[src/sms_pkg.sv]
// ----------------------------------------------------------------------------
// sms_pkg: shared types and constants for the stroke map statistics block
// Coordinate, length and count widths, the operation record passed from the
// front end to the back end, and the state encodings.
// ----------------------------------------------------------------------------
`default_nettype none

package sms_pkg;

  localparam int COORD_BITS  = 24;
  localparam int LENGTH_BITS = 40;
  localparam int COUNT_BITS  = 20;

  // A segment root is at most sqrt(2) * 2^COORD_BITS, so one bit more.
  localparam int ROOT_BITS   = COORD_BITS + 1;
  // Radicand padded to an even number of bits for the two-bit-per-step root.
  localparam int RAD_BITS    = 2 * ROOT_BITS;
  localparam int REM_BITS    = ROOT_BITS + 2;
  localparam int ITER_BITS   = $clog2(ROOT_BITS);
  localparam int SUM_BITS    = ((LENGTH_BITS > ROOT_BITS) ? LENGTH_BITS : ROOT_BITS) + 1;

  localparam int QUEUE_DEPTH = 4;
  localparam int QPTR_BITS   = $clog2(QUEUE_DEPTH);

  localparam logic [LENGTH_BITS-1:0] LENGTH_MAX = {LENGTH_BITS{1'b1}};
  localparam logic [COUNT_BITS-1:0]  COUNT_MAX  = {COUNT_BITS{1'b1}};
  localparam logic signed [COORD_BITS-1:0] COORD_MAXV = {1'b0, {(COORD_BITS-1){1'b1}}};
  localparam logic signed [COORD_BITS-1:0] COORD_MINV = {1'b1, {(COORD_BITS-1){1'b0}}};

  typedef enum logic {
    OP_SEG,
    OP_END
  } op_kind_t;

  typedef enum logic [1:0] {
    SEEN_NONE,
    SEEN_ONE,
    SEEN_MANY
  } seen_t;

  typedef enum logic [1:0] {
    B_IDLE,
    B_SUM,
    B_ROOT,
    B_ACC
  } back_state_t;

  // One queued operation: a segment (dx, dy) or a map end with its totals.
  typedef struct packed {
    op_kind_t                      kind;
    logic [COORD_BITS-1:0]         dx;
    logic [COORD_BITS-1:0]         dy;
    logic [COUNT_BITS-1:0]         count;
    logic                          found;
    logic signed [COORD_BITS-1:0]  min_x;
    logic signed [COORD_BITS-1:0]  min_y;
    logic signed [COORD_BITS-1:0]  max_x;
    logic signed [COORD_BITS-1:0]  max_y;
  } op_t;

endpackage

`default_nettype wire

[src/sms_if.sv]
// ----------------------------------------------------------------------------
// sms interfaces: point and totals channels
// Valid/ready channels; a beat moves when valid and ready are both high.
// ----------------------------------------------------------------------------
`default_nettype none

interface sms_in_if;
  logic                                  valid;
  logic                                  ready;
  logic                                  has_point;
  logic signed [sms_pkg::COORD_BITS-1:0] x_coord;
  logic signed [sms_pkg::COORD_BITS-1:0] y_coord;
  logic                                  stroke_start;
  logic                                  stroke_end;
  logic                                  stroke_closed;
  logic                                  map_end;

  modport source (output valid, has_point, x_coord, y_coord, stroke_start, stroke_end,
                  stroke_closed, map_end, input ready);
  modport sink   (input valid, has_point, x_coord, y_coord, stroke_start, stroke_end,
                  stroke_closed, map_end, output ready);
endinterface

interface sms_out_if;
  logic                                  valid;
  logic                                  ready;
  logic [sms_pkg::COUNT_BITS-1:0]        point_total;
  logic [sms_pkg::LENGTH_BITS-1:0]       length_total;
  logic                                  box_found;
  logic signed [sms_pkg::COORD_BITS-1:0] box_min_x;
  logic signed [sms_pkg::COORD_BITS-1:0] box_min_y;
  logic signed [sms_pkg::COORD_BITS-1:0] box_max_x;
  logic signed [sms_pkg::COORD_BITS-1:0] box_max_y;

  modport source (output valid, point_total, length_total, box_found, box_min_x, box_min_y,
                  box_max_x, box_max_y, input ready);
  modport sink   (input valid, point_total, length_total, box_found, box_min_x, box_min_y,
                  box_max_x, box_max_y, output ready);
endinterface

`default_nettype wire

[src/sms_front.sv]
// ----------------------------------------------------------------------------
// sms_front: point intake and classification
// Tracks the stroke, point count and bounding box, and turns each beat into
// segment and map-end operations for the back end.
// ----------------------------------------------------------------------------
`default_nettype none

module sms_front (
  input  wire logic    clk,
  input  wire logic    rst,
  sms_in_if.sink       points,
  output sms_pkg::op_t push_op,
  output logic         push_valid,
  input  wire logic    queue_full
);

  logic signed [sms_pkg::COORD_BITS-1:0] prev_x, prev_y, first_x, first_y;
  sms_pkg::seen_t                        seen;
  logic [sms_pkg::COUNT_BITS-1:0]        point_count;
  logic signed [sms_pkg::COORD_BITS-1:0] min_x_seen, min_y_seen, max_x_seen, max_y_seen;
  logic                                  any_point_seen;

  logic         pend_seg1, pend_seg2, pend_end;
  sms_pkg::op_t seg1_op, seg2_op, end_op;

  logic                                  accept, push_fire;
  logic                                  start_eff, is_seg1, is_seg2;
  logic [sms_pkg::COUNT_BITS-1:0]        count_upd;
  logic signed [sms_pkg::COORD_BITS-1:0] min_x_upd, min_y_upd, max_x_upd, max_y_upd;
  logic                                  found_upd;
  sms_pkg::op_t                          seg1_new, seg2_new, end_new;

  function automatic logic [sms_pkg::COORD_BITS-1:0] abs_diff(
    input logic signed [sms_pkg::COORD_BITS-1:0] a,
    input logic signed [sms_pkg::COORD_BITS-1:0] b
  );
    logic signed [sms_pkg::COORD_BITS:0] d;
    d = {a[sms_pkg::COORD_BITS-1], a} - {b[sms_pkg::COORD_BITS-1], b};
    if (d < 0) begin
      d = -d;
    end
    return d[sms_pkg::COORD_BITS-1:0];
  endfunction

  assign points.ready = !rst && !(pend_seg1 || pend_seg2 || pend_end);
  assign accept       = points.valid && points.ready;
  assign push_valid   = pend_seg1 || pend_seg2 || pend_end;
  assign push_fire    = push_valid && !queue_full;

  always_comb begin
    if (pend_seg1) begin
      push_op = seg1_op;
    end else if (pend_seg2) begin
      push_op = seg2_op;
    end else begin
      push_op = end_op;
    end
  end

  always_comb begin
    start_eff = points.stroke_start || (seen == sms_pkg::SEEN_NONE);
    is_seg1   = points.has_point && !start_eff;
    is_seg2   = is_seg1 && points.stroke_end && points.stroke_closed;

    seg1_new       = '0;
    seg1_new.kind  = sms_pkg::OP_SEG;
    seg1_new.dx    = abs_diff(prev_x, points.x_coord);
    seg1_new.dy    = abs_diff(prev_y, points.y_coord);
    seg2_new       = '0;
    seg2_new.kind  = sms_pkg::OP_SEG;
    seg2_new.dx    = abs_diff(points.x_coord, first_x);
    seg2_new.dy    = abs_diff(points.y_coord, first_y);

    count_upd = point_count;
    min_x_upd = min_x_seen;
    min_y_upd = min_y_seen;
    max_x_upd = max_x_seen;
    max_y_upd = max_y_seen;
    found_upd = any_point_seen;
    if (points.has_point) begin
      if (point_count != sms_pkg::COUNT_MAX) begin
        count_upd = point_count + 1'b1;
      end
      if (points.x_coord < min_x_seen) min_x_upd = points.x_coord;
      if (points.y_coord < min_y_seen) min_y_upd = points.y_coord;
      if (points.x_coord > max_x_seen) max_x_upd = points.x_coord;
      if (points.y_coord > max_y_seen) max_y_upd = points.y_coord;
      found_upd = 1'b1;
    end

    end_new       = '0;
    end_new.kind  = sms_pkg::OP_END;
    end_new.count = count_upd;
    end_new.found = found_upd;
    if (found_upd) begin
      end_new.min_x = min_x_upd;
      end_new.min_y = min_y_upd;
      end_new.max_x = max_x_upd;
      end_new.max_y = max_y_upd;
    end
  end

  always_ff @(posedge clk) begin
    if (rst) begin
      pend_seg1      <= 1'b0;
      pend_seg2      <= 1'b0;
      pend_end       <= 1'b0;
      seen           <= sms_pkg::SEEN_NONE;
      prev_x         <= '0;
      prev_y         <= '0;
      first_x        <= '0;
      first_y        <= '0;
      point_count    <= '0;
      min_x_seen     <= sms_pkg::COORD_MAXV;
      min_y_seen     <= sms_pkg::COORD_MAXV;
      max_x_seen     <= sms_pkg::COORD_MINV;
      max_y_seen     <= sms_pkg::COORD_MINV;
      any_point_seen <= 1'b0;
    end else if (accept) begin
      pend_seg1 <= is_seg1;
      pend_seg2 <= is_seg2;
      pend_end  <= points.map_end;
      seg1_op   <= seg1_new;
      seg2_op   <= seg2_new;
      end_op    <= end_new;
      if (points.map_end) begin
        seen           <= sms_pkg::SEEN_NONE;
        prev_x         <= '0;
        prev_y         <= '0;
        first_x        <= '0;
        first_y        <= '0;
        point_count    <= '0;
        min_x_seen     <= sms_pkg::COORD_MAXV;
        min_y_seen     <= sms_pkg::COORD_MAXV;
        max_x_seen     <= sms_pkg::COORD_MINV;
        max_y_seen     <= sms_pkg::COORD_MINV;
        any_point_seen <= 1'b0;
      end else if (points.has_point) begin
        prev_x <= points.x_coord;
        prev_y <= points.y_coord;
        if (start_eff) begin
          first_x <= points.x_coord;
          first_y <= points.y_coord;
        end
        if (points.stroke_end) begin
          seen <= sms_pkg::SEEN_NONE;
        end else if (start_eff) begin
          seen <= sms_pkg::SEEN_ONE;
        end else begin
          seen <= sms_pkg::SEEN_MANY;
        end
        point_count    <= count_upd;
        min_x_seen     <= min_x_upd;
        min_y_seen     <= min_y_upd;
        max_x_seen     <= max_x_upd;
        max_y_seen     <= max_y_upd;
        any_point_seen <= found_upd;
      end
    end else if (push_fire) begin
      if (pend_seg1) begin
        pend_seg1 <= 1'b0;
      end else if (pend_seg2) begin
        pend_seg2 <= 1'b0;
      end else begin
        pend_end <= 1'b0;
      end
    end
  end

endmodule

`default_nettype wire

[src/sms_queue.sv]
// ----------------------------------------------------------------------------
// sms_queue: operation queue between front and back end
// A small first-in first-out store in flip-flops; push and pop may share a cycle.
// ----------------------------------------------------------------------------
`default_nettype none

module sms_queue (
  input  wire logic          clk,
  input  wire logic          rst,
  input  wire logic          push,
  input  wire sms_pkg::op_t  push_op,
  output logic               full,
  input  wire logic          pop,
  output sms_pkg::op_t       head_op,
  output logic               not_empty
);

  sms_pkg::op_t                 entries [sms_pkg::QUEUE_DEPTH];
  logic [sms_pkg::QPTR_BITS-1:0] wr_ptr, rd_ptr;
  logic [sms_pkg::QPTR_BITS:0]   fill;
  logic                          do_push, do_pop;

  assign full      = (fill == (sms_pkg::QPTR_BITS+1)'(sms_pkg::QUEUE_DEPTH));
  assign not_empty = (fill != '0);
  assign head_op   = entries[rd_ptr];
  assign do_push   = push && !full;
  assign do_pop    = pop && not_empty;

  always_ff @(posedge clk) begin
    if (do_push) begin
      entries[wr_ptr] <= push_op;
    end
  end

  always_ff @(posedge clk) begin
    if (rst) begin
      wr_ptr <= '0;
      rd_ptr <= '0;
      fill   <= '0;
    end else begin
      if (do_push) wr_ptr <= wr_ptr + 1'b1;
      if (do_pop)  rd_ptr <= rd_ptr + 1'b1;
      if (do_push && !do_pop) begin
        fill <= fill + 1'b1;
      end else if (do_pop && !do_push) begin
        fill <= fill - 1'b1;
      end
    end
  end

endmodule

`default_nettype wire

[src/sms_back.sv]
// ----------------------------------------------------------------------------
// sms_back: segment length unit and totals output
// Squares the deltas, takes the integer square root two radicand bits per
// cycle, adds it to the saturating length sum, and presents totals at map end.
// ----------------------------------------------------------------------------
`default_nettype none

module sms_back (
  input  wire logic          clk,
  input  wire logic          rst,
  input  wire sms_pkg::op_t  head_op,
  input  wire logic          head_valid,
  output logic               pop,
  sms_out_if.source          totals
);

  sms_pkg::back_state_t state, state_next;

  logic [2*sms_pkg::COORD_BITS-1:0] sq_x, sq_y;
  logic [sms_pkg::RAD_BITS-1:0]     rad;
  logic [sms_pkg::REM_BITS-1:0]     rem;
  logic [sms_pkg::ROOT_BITS-1:0]    root;
  logic [sms_pkg::ITER_BITS-1:0]    iter;
  logic [sms_pkg::LENGTH_BITS-1:0]  length_sum;

  logic                             out_valid, out_free;
  logic                             take_seg, take_end;
  logic [sms_pkg::REM_BITS-1:0]     rem_sh, trial;
  logic                             root_bit;
  logic [sms_pkg::SUM_BITS-1:0]     sum;

  assign out_free = !out_valid || totals.ready;
  assign take_seg = (state == sms_pkg::B_IDLE) && head_valid && (head_op.kind == sms_pkg::OP_SEG);
  assign take_end = (state == sms_pkg::B_IDLE) && head_valid && (head_op.kind == sms_pkg::OP_END)
                    && out_free;
  assign pop      = take_seg || take_end;

  assign rem_sh   = {rem[sms_pkg::REM_BITS-3:0], rad[sms_pkg::RAD_BITS-1 -: 2]};
  assign trial    = {root, 2'b01};
  assign root_bit = (rem_sh >= trial);
  assign sum      = sms_pkg::SUM_BITS'(length_sum) + sms_pkg::SUM_BITS'(root);

  always_comb begin
    state_next = state;
    case (state)
      sms_pkg::B_IDLE: begin
        if (take_seg) state_next = sms_pkg::B_SUM;
      end
      sms_pkg::B_SUM:  state_next = sms_pkg::B_ROOT;
      sms_pkg::B_ROOT: begin
        if (iter == '0) state_next = sms_pkg::B_ACC;
      end
      sms_pkg::B_ACC:  state_next = sms_pkg::B_IDLE;
      default:         state_next = sms_pkg::B_IDLE;
    endcase
  end

  always_ff @(posedge clk) begin
    if (rst) begin
      state <= sms_pkg::B_IDLE;
    end else begin
      state <= state_next;
    end
  end

  always_ff @(posedge clk) begin
    if (rst) begin
      length_sum <= '0;
      out_valid  <= 1'b0;
    end else begin
      if (totals.ready) begin
        out_valid <= 1'b0;
      end
      if (take_end) begin
        out_valid           <= 1'b1;
        totals.point_total  <= head_op.count;
        totals.length_total <= length_sum;
        totals.box_found    <= head_op.found;
        totals.box_min_x    <= head_op.min_x;
        totals.box_min_y    <= head_op.min_y;
        totals.box_max_x    <= head_op.max_x;
        totals.box_max_y    <= head_op.max_y;
        length_sum          <= '0;
      end
      if (state == sms_pkg::B_ACC) begin
        if (sum > sms_pkg::SUM_BITS'(sms_pkg::LENGTH_MAX)) begin
          length_sum <= sms_pkg::LENGTH_MAX;
        end else begin
          length_sum <= sum[sms_pkg::LENGTH_BITS-1:0];
        end
      end
    end
  end

  always_ff @(posedge clk) begin
    case (state)
      sms_pkg::B_IDLE: begin
        if (take_seg) begin
          sq_x <= head_op.dx * head_op.dx;
          sq_y <= head_op.dy * head_op.dy;
        end
      end
      sms_pkg::B_SUM: begin
        rad  <= sms_pkg::RAD_BITS'(sq_x) + sms_pkg::RAD_BITS'(sq_y);
        rem  <= '0;
        root <= '0;
        iter <= sms_pkg::ITER_BITS'(sms_pkg::ROOT_BITS - 1);
      end
      sms_pkg::B_ROOT: begin
        rad  <= {rad[sms_pkg::RAD_BITS-3:0], 2'b00};
        rem  <= root_bit ? (rem_sh - trial) : rem_sh;
        root <= {root[sms_pkg::ROOT_BITS-2:0], root_bit};
        iter <= iter - 1'b1;
      end
      default: begin
      end
    endcase
  end

  assign totals.valid = out_valid;

endmodule

`default_nettype wire

[src/stroke_map_statistics.sv]
// ----------------------------------------------------------------------------
// stroke_map_statistics: length, point count and bounding box of a stroke map
// Points arrive on the points channel; a map-end beat yields one totals beat.
// ----------------------------------------------------------------------------
// Use: drive beats on points (has_point, x_coord, y_coord, stroke flags,
// map_end). Each segment inside a stroke, and the closing segment of a closed
// stroke, adds floor(sqrt(dx^2 + dy^2)) to a saturating length sum. A beat with
// map_end set produces one beat on totals and then clears all statistics.
// Flow: the front end takes a beat, then pushes its queued operations (a
// segment, a closing segment, a map end) one at a time while the queue has
// room, and takes no new beat until all are pushed. The back end works on one
// segment at a time in the root unit, which retires two radicand bits per
// cycle, and takes the next only once the last is in the length sum. A map end
// passes from the front-end register through the queue to the totals register,
// once all segments still queued ahead of it have finished.
// A four-entry queue sits between the parts, so the front keeps taking beats
// while the back works. When totals is stalled, its register holds its value
// and a later map end waits at the head of the queue; segments queued ahead of
// it still finish, everything behind it waits, and once the queue is full the
// points channel drops ready.
// Reset (rst, synchronous) empties the queue and clears all statistics; ready
// on points stays low while rst is high.
// ----------------------------------------------------------------------------
`default_nettype none

module stroke_map_statistics (
  input  wire logic clk,
  input  wire logic rst,
  sms_in_if.sink    points,
  sms_out_if.source totals
);

  // Operation handed from the classifier to the queue.
  sms_pkg::op_t push_op;
  logic         push_valid;
  logic         queue_full;

  // Head of the queue, consumed by the length unit.
  sms_pkg::op_t head_op;
  logic         head_valid;
  logic         pop;

  // Front end: stroke tracking, point count, bounding box.
  sms_front u_front (
    .clk        (clk),
    .rst        (rst),
    .points     (points),
    .push_op    (push_op),
    .push_valid (push_valid),
    .queue_full (queue_full)
  );

  // Decouples intake from the much slower root unit.
  sms_queue u_queue (
    .clk       (clk),
    .rst       (rst),
    .push      (push_valid),
    .push_op   (push_op),
    .full      (queue_full),
    .pop       (pop),
    .head_op   (head_op),
    .not_empty (head_valid)
  );

  // Back end: segment lengths, length sum and the totals register.
  sms_back u_back (
    .clk        (clk),
    .rst        (rst),
    .head_op    (head_op),
    .head_valid (head_valid),
    .pop        (pop),
    .totals     (totals)
  );

endmodule

`default_nettype wire

[src/flat_wrapper.sv]
// flat-port wrapper written by rule: the top's interface ports become plain ports
module stroke_map_statistics_flat 
  (clk, rst, points_valid, points_has_point, points_x_coord, points_y_coord, points_stroke_start, points_stroke_end, points_stroke_closed, points_map_end, points_ready, totals_valid, totals_point_total, totals_length_total, totals_box_found, totals_box_min_x, totals_box_min_y, totals_box_max_x, totals_box_max_y, totals_ready);
  sms_in_if points_i ();
  sms_out_if totals_i ();
  input  wire logic clk;
  input  wire logic rst;
  input wire logic [$bits(points_i.valid)-1:0] points_valid;
  input wire logic [$bits(points_i.has_point)-1:0] points_has_point;
  input wire logic [$bits(points_i.x_coord)-1:0] points_x_coord;
  input wire logic [$bits(points_i.y_coord)-1:0] points_y_coord;
  input wire logic [$bits(points_i.stroke_start)-1:0] points_stroke_start;
  input wire logic [$bits(points_i.stroke_end)-1:0] points_stroke_end;
  input wire logic [$bits(points_i.stroke_closed)-1:0] points_stroke_closed;
  input wire logic [$bits(points_i.map_end)-1:0] points_map_end;
  output wire logic [$bits(points_i.ready)-1:0] points_ready;
  output wire logic [$bits(totals_i.valid)-1:0] totals_valid;
  output wire logic [$bits(totals_i.point_total)-1:0] totals_point_total;
  output wire logic [$bits(totals_i.length_total)-1:0] totals_length_total;
  output wire logic [$bits(totals_i.box_found)-1:0] totals_box_found;
  output wire logic [$bits(totals_i.box_min_x)-1:0] totals_box_min_x;
  output wire logic [$bits(totals_i.box_min_y)-1:0] totals_box_min_y;
  output wire logic [$bits(totals_i.box_max_x)-1:0] totals_box_max_x;
  output wire logic [$bits(totals_i.box_max_y)-1:0] totals_box_max_y;
  input wire logic [$bits(totals_i.ready)-1:0] totals_ready;
  assign points_i.valid = points_valid;
  assign points_i.has_point = points_has_point;
  assign points_i.x_coord = points_x_coord;
  assign points_i.y_coord = points_y_coord;
  assign points_i.stroke_start = points_stroke_start;
  assign points_i.stroke_end = points_stroke_end;
  assign points_i.stroke_closed = points_stroke_closed;
  assign points_i.map_end = points_map_end;
  assign points_ready = points_i.ready;
  assign totals_valid = totals_i.valid;
  assign totals_point_total = totals_i.point_total;
  assign totals_length_total = totals_i.length_total;
  assign totals_box_found = totals_i.box_found;
  assign totals_box_min_x = totals_i.box_min_x;
  assign totals_box_min_y = totals_i.box_min_y;
  assign totals_box_max_x = totals_i.box_max_x;
  assign totals_box_max_y = totals_i.box_max_y;
  assign totals_i.ready = totals_ready;
  stroke_map_statistics u_core (.clk(clk), .rst(rst), .points(points_i), .totals(totals_i));
endmodule
[config.mk]
export PLATFORM = sky130hd
export DESIGN_NAME = stroke_map_statistics_flat
export DESIGN_NICKNAME = d
export VERILOG_FILES = /design/src/sms_pkg.sv /design/src/sms_if.sv /design/src/sms_front.sv /design/src/sms_queue.sv /design/src/sms_back.sv /design/src/stroke_map_statistics.sv /design/src/flat_wrapper.sv
export SDC_FILE = /design/constraint.sdc
export NUM_CORES = 2
export LEC_CHECK = 0
export BUFFER_PORTS_ARGS = -buffer_cell sky130_fd_sc_hd__buf_2
export CELL_PAD_IN_SITES_DETAIL_PLACEMENT = 0
export CELL_PAD_IN_SITES_GLOBAL_PLACEMENT = 2
export CORE_ASPECT_RATIO = 0.8
export CORE_UTILIZATION = 35
export CTS_BUF_LIST = sky130_fd_sc_hd__clkbuf_8
export CTS_CLUSTER_SIZE = 8
export DETAILED_ROUTE_END_ITERATION = 8
export GPL_TIMING_DRIVEN = 0
export HOLD_SLACK_MARGIN = 0.02
export PLACE_DENSITY_LB_ADDON = 0.1
export SYNTH_ARGS = -nofsm -noshare
export SYNTH_HDL_FRONTEND = slang
export SYNTH_SLANG_ARGS = --single-unit
export TNS_END_PERCENT = 1
[constraint.sdc]
create_clock -name clk -period 9 [get_ports clk]
set_input_delay 0.9 -clock clk [delete_from_list [all_inputs] [get_ports clk]]
set_output_delay 0.9 -clock clk [all_outputs]
set_load 0.1 [all_outputs]
### Yosys cells after proc, flatten, opt, wreduce, memory -nomap -nowiden

Memories as Yosys holds them, arrays and structs flattened. A register that Yosys moved wholly into a read port is not among the register bits.
Cells that the tools add are included.

| storage, ports and cells | value |
|---|---|
| register bits after elaboration | 839 |
| bits in writable memories | 664 |
| input bits | 57 |
| word-level logic and storage cells | 199 |
| memories | 1 |

| cells by class | value |
|---|---|
| add/subtract/negate cells | 17 |
| $mul | 2 |
| magnitude comparators | 10 |
| equality and inequality tests | 9 |
| muxes and demuxes | 71 |
| bitwise operators | 2 |
| reductions and logical operators | 44 |

Memories:

| name | words | width | read ports | clocked after memory_dff | write ports | line | RTL |
|---|---|---|---|---|---|---|---|
| u_core.u_queue.entries | 4 | 166 | 1 | 1 | 1 | sms_queue.sv:18 | `sms_pkg::op_t entries [sms_pkg::QUEUE_DEPTH];` |

Operators with widths:

| kind | count |
|---|---|
| two-way mux 24 bit | 30 |
| two-way mux 166 bit | 2 |
| two-way mux 40 bit | 3 |
| less-than comparator 25 x 1 -> 1 bit (second input constant) | 4 |
| one-hot mux 25 bit (2 select lines) | 2 |
| one-hot mux 50 bit (2 select lines) | 1 |
| subtractor 24 x 24 -> 25 bit | 4 |
| multiplier 24 x 24 -> 48 bit | 2 |
| negation 24 bit | 4 |
| two-way mux 20 bit | 4 |
| adder 48 x 48 -> 49 bit | 1 |
| greater-than comparator 24 bit | 2 |
| less-than comparator 24 bit | 2 |
| adder 40 x 25 -> 41 bit | 1 |
| greater-than comparator 41 x 40 -> 1 bit (second input constant) | 1 |
| greater-or-equal comparator 27 bit | 1 |
| two-way mux 25 bit | 1 |
| subtractor 25 bit | 1 |
| adder 20 x 1 -> 20 bit (second input constant) | 1 |
| != test 20 bit (second input constant) | 1 |
| two-way mux 1 bit | 16 |
| two-way mux 2 bit | 8 |
| nonzero test 2 bit | 7 |
| logical AND 1 bit | 13 |
| other kinds (20) | 43 |

### Depth between registers and ports, before layout

| logic depth | value |
|---|---|
| word-level depth | 9 |
| depth in mapped cells | 36 |

### Hierarchy

From an unflattened synthesis, not the netlist that was laid out.

| second synthesis, totals | value |
|---|---|
| cell total of the unflattened synthesis | 9055 |
| area total of the unflattened synthesis | 103379.1 um2 |

Modules (own cells, without submodules):

| module | instances | cells each | area each (um2) | sequential area each (um2) |
|---|---|---|---|---|
| sms_back | 1 | 5101 | 51349.2 | 11551.1 |
| sms_front | 1 | 3039 | 27596.5 | 10760.3 |
| sms_queue | 1 | 915 | 24433.4 | 20119.3 |

### Least setup slack after synthesis

No wires, ideal clock.

| timing path | value |
|---|---|
| path type | input port to flip-flop |
| from | input rst |
| to | register u_core.u_front.min_y_seen[12] (netlist name) |
| data arrival time | 12.606 ns |
| setup slack | -3.780 ns |
| stages on the path | 7 |
| path buffers | 2 |
| cells stage by stage | clkbuf_1 -> nor4_1 -> and2_1 -> clkbuf_1 -> o21ai_1 -> a21oi_1 -> o221ai_1 |

| between the ends | value |
|---|---|
| longest elaborated chain between the ends | 4 |

RTL lines:

| element | line | RTL |
|---|---|---|
| start: declaration | flat_wrapper.sv:7 | `input wire logic rst;` |
| logical NOT 1 bit | sms_front.sv:45 | `assign points.ready = !rst && !(pend_seg1 \|\| pend_seg2 \|\| pend_end);` |
| logical AND 1 bit | sms_front.sv:45 |  |
| via points_ready | flat_wrapper.sv:16 | `output wire logic [$bits(points_i.ready)-1:0] points_ready;` |
| logical AND 1 bit | sms_front.sv:46 | `assign accept = points.valid && points.ready;` |
| AND reduction 2 bit (no line) | - |  |
| end signal: assignment | sms_front.sv:115 | `min_y_seen <= sms_pkg::COORD_MAXV;` |
| end signal: assignment | sms_front.sv:134 | `min_y_seen <= sms_pkg::COORD_MAXV;` |
| end signal: assignment | sms_front.sv:154 | `min_y_seen <= min_y_upd;` |
| end: declaration | sms_front.sv:20 | `logic signed [sms_pkg::COORD_BITS-1:0] min_x_seen, min_y_seen, max_x_seen, max_y_seen;` |

The timed path passes the listed nets, and every way through them passes these cells.
A chain may end at the register's enable or synchronous reset.

==> impl_metrics.toml <==
[yosys]
syn_area_mm2 = 0.101
synth_top_family_by_area = "adder cells"
yosys_most_used_dff = "edfxtp_1"
synthArstFlopShare_pct = 0
synth_edf_count = 1233
synthSimpleGateAreaFrac_pct = 8.91
synthAdderAreaFrac_pct = 24.9
yosysWarnings = 0
syn-num-nets = 10500
yosys-mux-area-fraction_pct = 4.37
synth-compound-area-share_pct = 9.70
seq_area_frac_synth_pct = 42.2
yosysUniqueCellTypes = 90
synthTopCellsByArea = "edfxtp_1, fa_1, ha_1"
synth_xor_area_share_pct = 3.03
yosys.area.top_type_share_pct = 36.8
synthCells = 8932
synth-seq-cells = 1503
synth.avg_cell_area_um2 = 11.3
synth_largest_area_cell = "edfxtp_1"

[routing]
wirelength_um = 328000
ant_nets = 0
avgViaCountPerCell = 5.06
drtIter0Drc = 5412
firstDrtPassIters = 6
drc_errors = 0
wl_per_cell_um = 24.2
vias = 68500

[worst_setup_path]
crit_top_cell = "fa_1"
arrival_ns = 9.40
slowest_delay_ns = 0.58
crit_required_ns = 9.59
cp-end-kind = "register"
rrSetupSlack_ns = 0.20
cp_slowest_cell = "fa_2"
critPathKind = "register to register"
path_max_fanout = 10
crit_path_start_kind = "register"

[global_routing]
grt_pass1_vias = 70700
grt_max_degree = 102
grt_first_pass_wirelength_um = 482000
grt_antenna_before_repair = 33
grt_overflow = 0
grt_usage_pct = 22.6

[floorplan]
design.die.area_mm2 = 0.290
rows = 175
ios = 216
die_h_um = 482
core_area_mm2 = 0.285
initial_core_util_pct = 35.3
die_w_um = 601

[cts]
cts-root-buf = "clkbuf_8"
htreeDepth = 5
cts_tree = "yes"
cts_hold_buf = 0
path_clk_slew_ns = 0.06
clk_latency_ns = 0.96
cts_sinks = 1503
cts_made_buffers = 277
cts_max_path_buffers = 4

[placed_design]
gp_congestion = 0.869
io_buffers = 213
place_hpwl_um = 256000

[sta]
fmax_ghz = 0.114
slew_headroom_pct = 8.52
setup_viol = 0
rsz0062_at_grt = "yes"
period_needed_ns = 8.80
fin_skew_ns = 0.117
finalSetupTns_ns = 0
tightest_slew_ns = 1.37
slew_viol_final = 0
post-route-period-util_pct = 97.8
final_hold_viol_count = 0

[run]
drv_cap = 0

[outcome]
status = "complete, no violations"

[cells_and_area]
drive_gt1_share_pct = 11.8
fillers = 27800
nets = 11100
synthToLayoutAreaGrowth_pct = 14.1

[hold_path]
hold_class = "primary input to register"
[layout by cell type (no fill, tap or decap), types with 118 or more instances in the layout]
| cell | count |
|---|---|
| fa_1 | 843 |
| inv_1 | 1587 |
| a22o_1 | 128 |
| ha_1 | 628 |
| mux4_2 | 118 |
| xnor2_1 | 228 |
| and2_1 | 139 |
| o21ai_0 | 207 |
| xor2_1 | 118 |
| edfxtp_1 | 1233 |
| buf_2 | 220 |
| nand2_1 | 637 |
| a21oi_1 | 338 |
| clkbuf_1 | 184 |
| a21o_1 | 166 |
| nor2_1 | 734 |
| clkbuf_8 | 315 |
| dfxtp_1 | 268 |
[per-layer routing]
layer	track usage (%)	part of all wire, %	vias up
met4	4.59	2.0	0
met2	32.5	41	1637
met1	36.1	52	35000
met3	2.74	5.1	339
met5	0	0	-
li1	-	-	31600
[cells by family after synthesis]
family | after synthesis
buf+inv | 1850
flops | 1503
fa+ha+maj | 1493
simple gates | 1998
compound gates | 1455
mux | 285
xor+xnor | 348
[per-stage QoR]
stage | area (um^2) | setup slack, ns | util (%) | std cells | hold WS [ns]
global placement | 106000 | -6.22 | 37.3 | 13000 | 0.450
global route | 115000 | -0.103 | 40.3 | 13500 | 0.270
floorplan | 101000 | 0.0966 | - | 8932 | 0.422
detailed placement | 107000 | -3.59 | 37.6 | 13000 | 0.454
CTS | 114000 | -0.0323 | 39.9 | 13500 | 0.198
finish | 115000 | 0.197 | 40.3 | 13500 | 0.291
[timing repair]
action                     4_1_cts  5_1_grt
setup endpoints to repair       76       24
cloned                           0        1
setup buffers                   41       51
resized for setup              369      171
pin swaps                       17       32
[Yosys cell counts (all sizes together) (150+ instances only)]
cell and n:
a21o 167, fa 849, dfxtp 270, xnor2 230, edfxtp 1233, ha 644
nor2 743, nand2 649, a21oi 358, o21ai 251, clkbuf 271, and2 150
inv 1523
[final timing paths]
check,start,to,depth (start not counted)
min,points_stroke_end,u_core.u_front.seen[1],3
max,register,u_core.u_back.sq_x[47],33
min reg2reg,u_core.u_back.rad[6],u_core.u_back.rad[8],2
max reg2reg,register,u_core.u_back.sq_x[47],33
[registers in the layout, indices dropped and copies added (netlist names), 25 cells and up, named ones only]
| name | flops |
|---|---|
| u_core.u_queue.entries | 664 |
| u_core.u_front.end_op | 117 |
| u_core.u_back.rad | 50 |
| u_core.u_front.seg1_op | 48 |
| u_core.u_front.seg2_op | 48 |
| u_core.u_back.sq_x | 47 |
| u_core.u_back.sq_y | 47 |
| u_core.u_back.length_sum | 40 |
| u_core.u_back.totals.length_total | 40 |
| u_core.u_back.rem | 25 |
| u_core.u_back.root | 25 |
[worst max-delay path, delay by kind of cell (launching register included)]
family	cells	cell delay [ns]
AO/OA/AOI/OAI	11	2.33
XOR/XNOR	1	0.09
adder cells (fa/ha/maj)	8	3.77
buffers and inverters	11	1.34
flip-flops	1	0.47
multiplexers	1	0.33
AND/OR/NAND/NOR	1	0.05
[cell type report]
class / instances / area (um^2) / share of cell area [%]
Antenna cell: 7 / 17.5 / 0.0153
Buffer: 309 / 1880 / 1.64
Clock buffer: 301 / 4140 / 3.61
Clock inverter: 170 / 898 / 0.783
Inverter: 1529 / 5840 / 5.09
Multi-Input combinational cell: 5579 / 52100 / 45.4
Sequential cell: 1503 / 42400 / 37.0
Tap cell: 3805 / 4760 / 4.15
Timing Repair Buffer: 344 / 2710 / 2.36
Power is not shown: default switching activity piles up to over one toggle a cycle in this logic, so the estimate is an artifact.
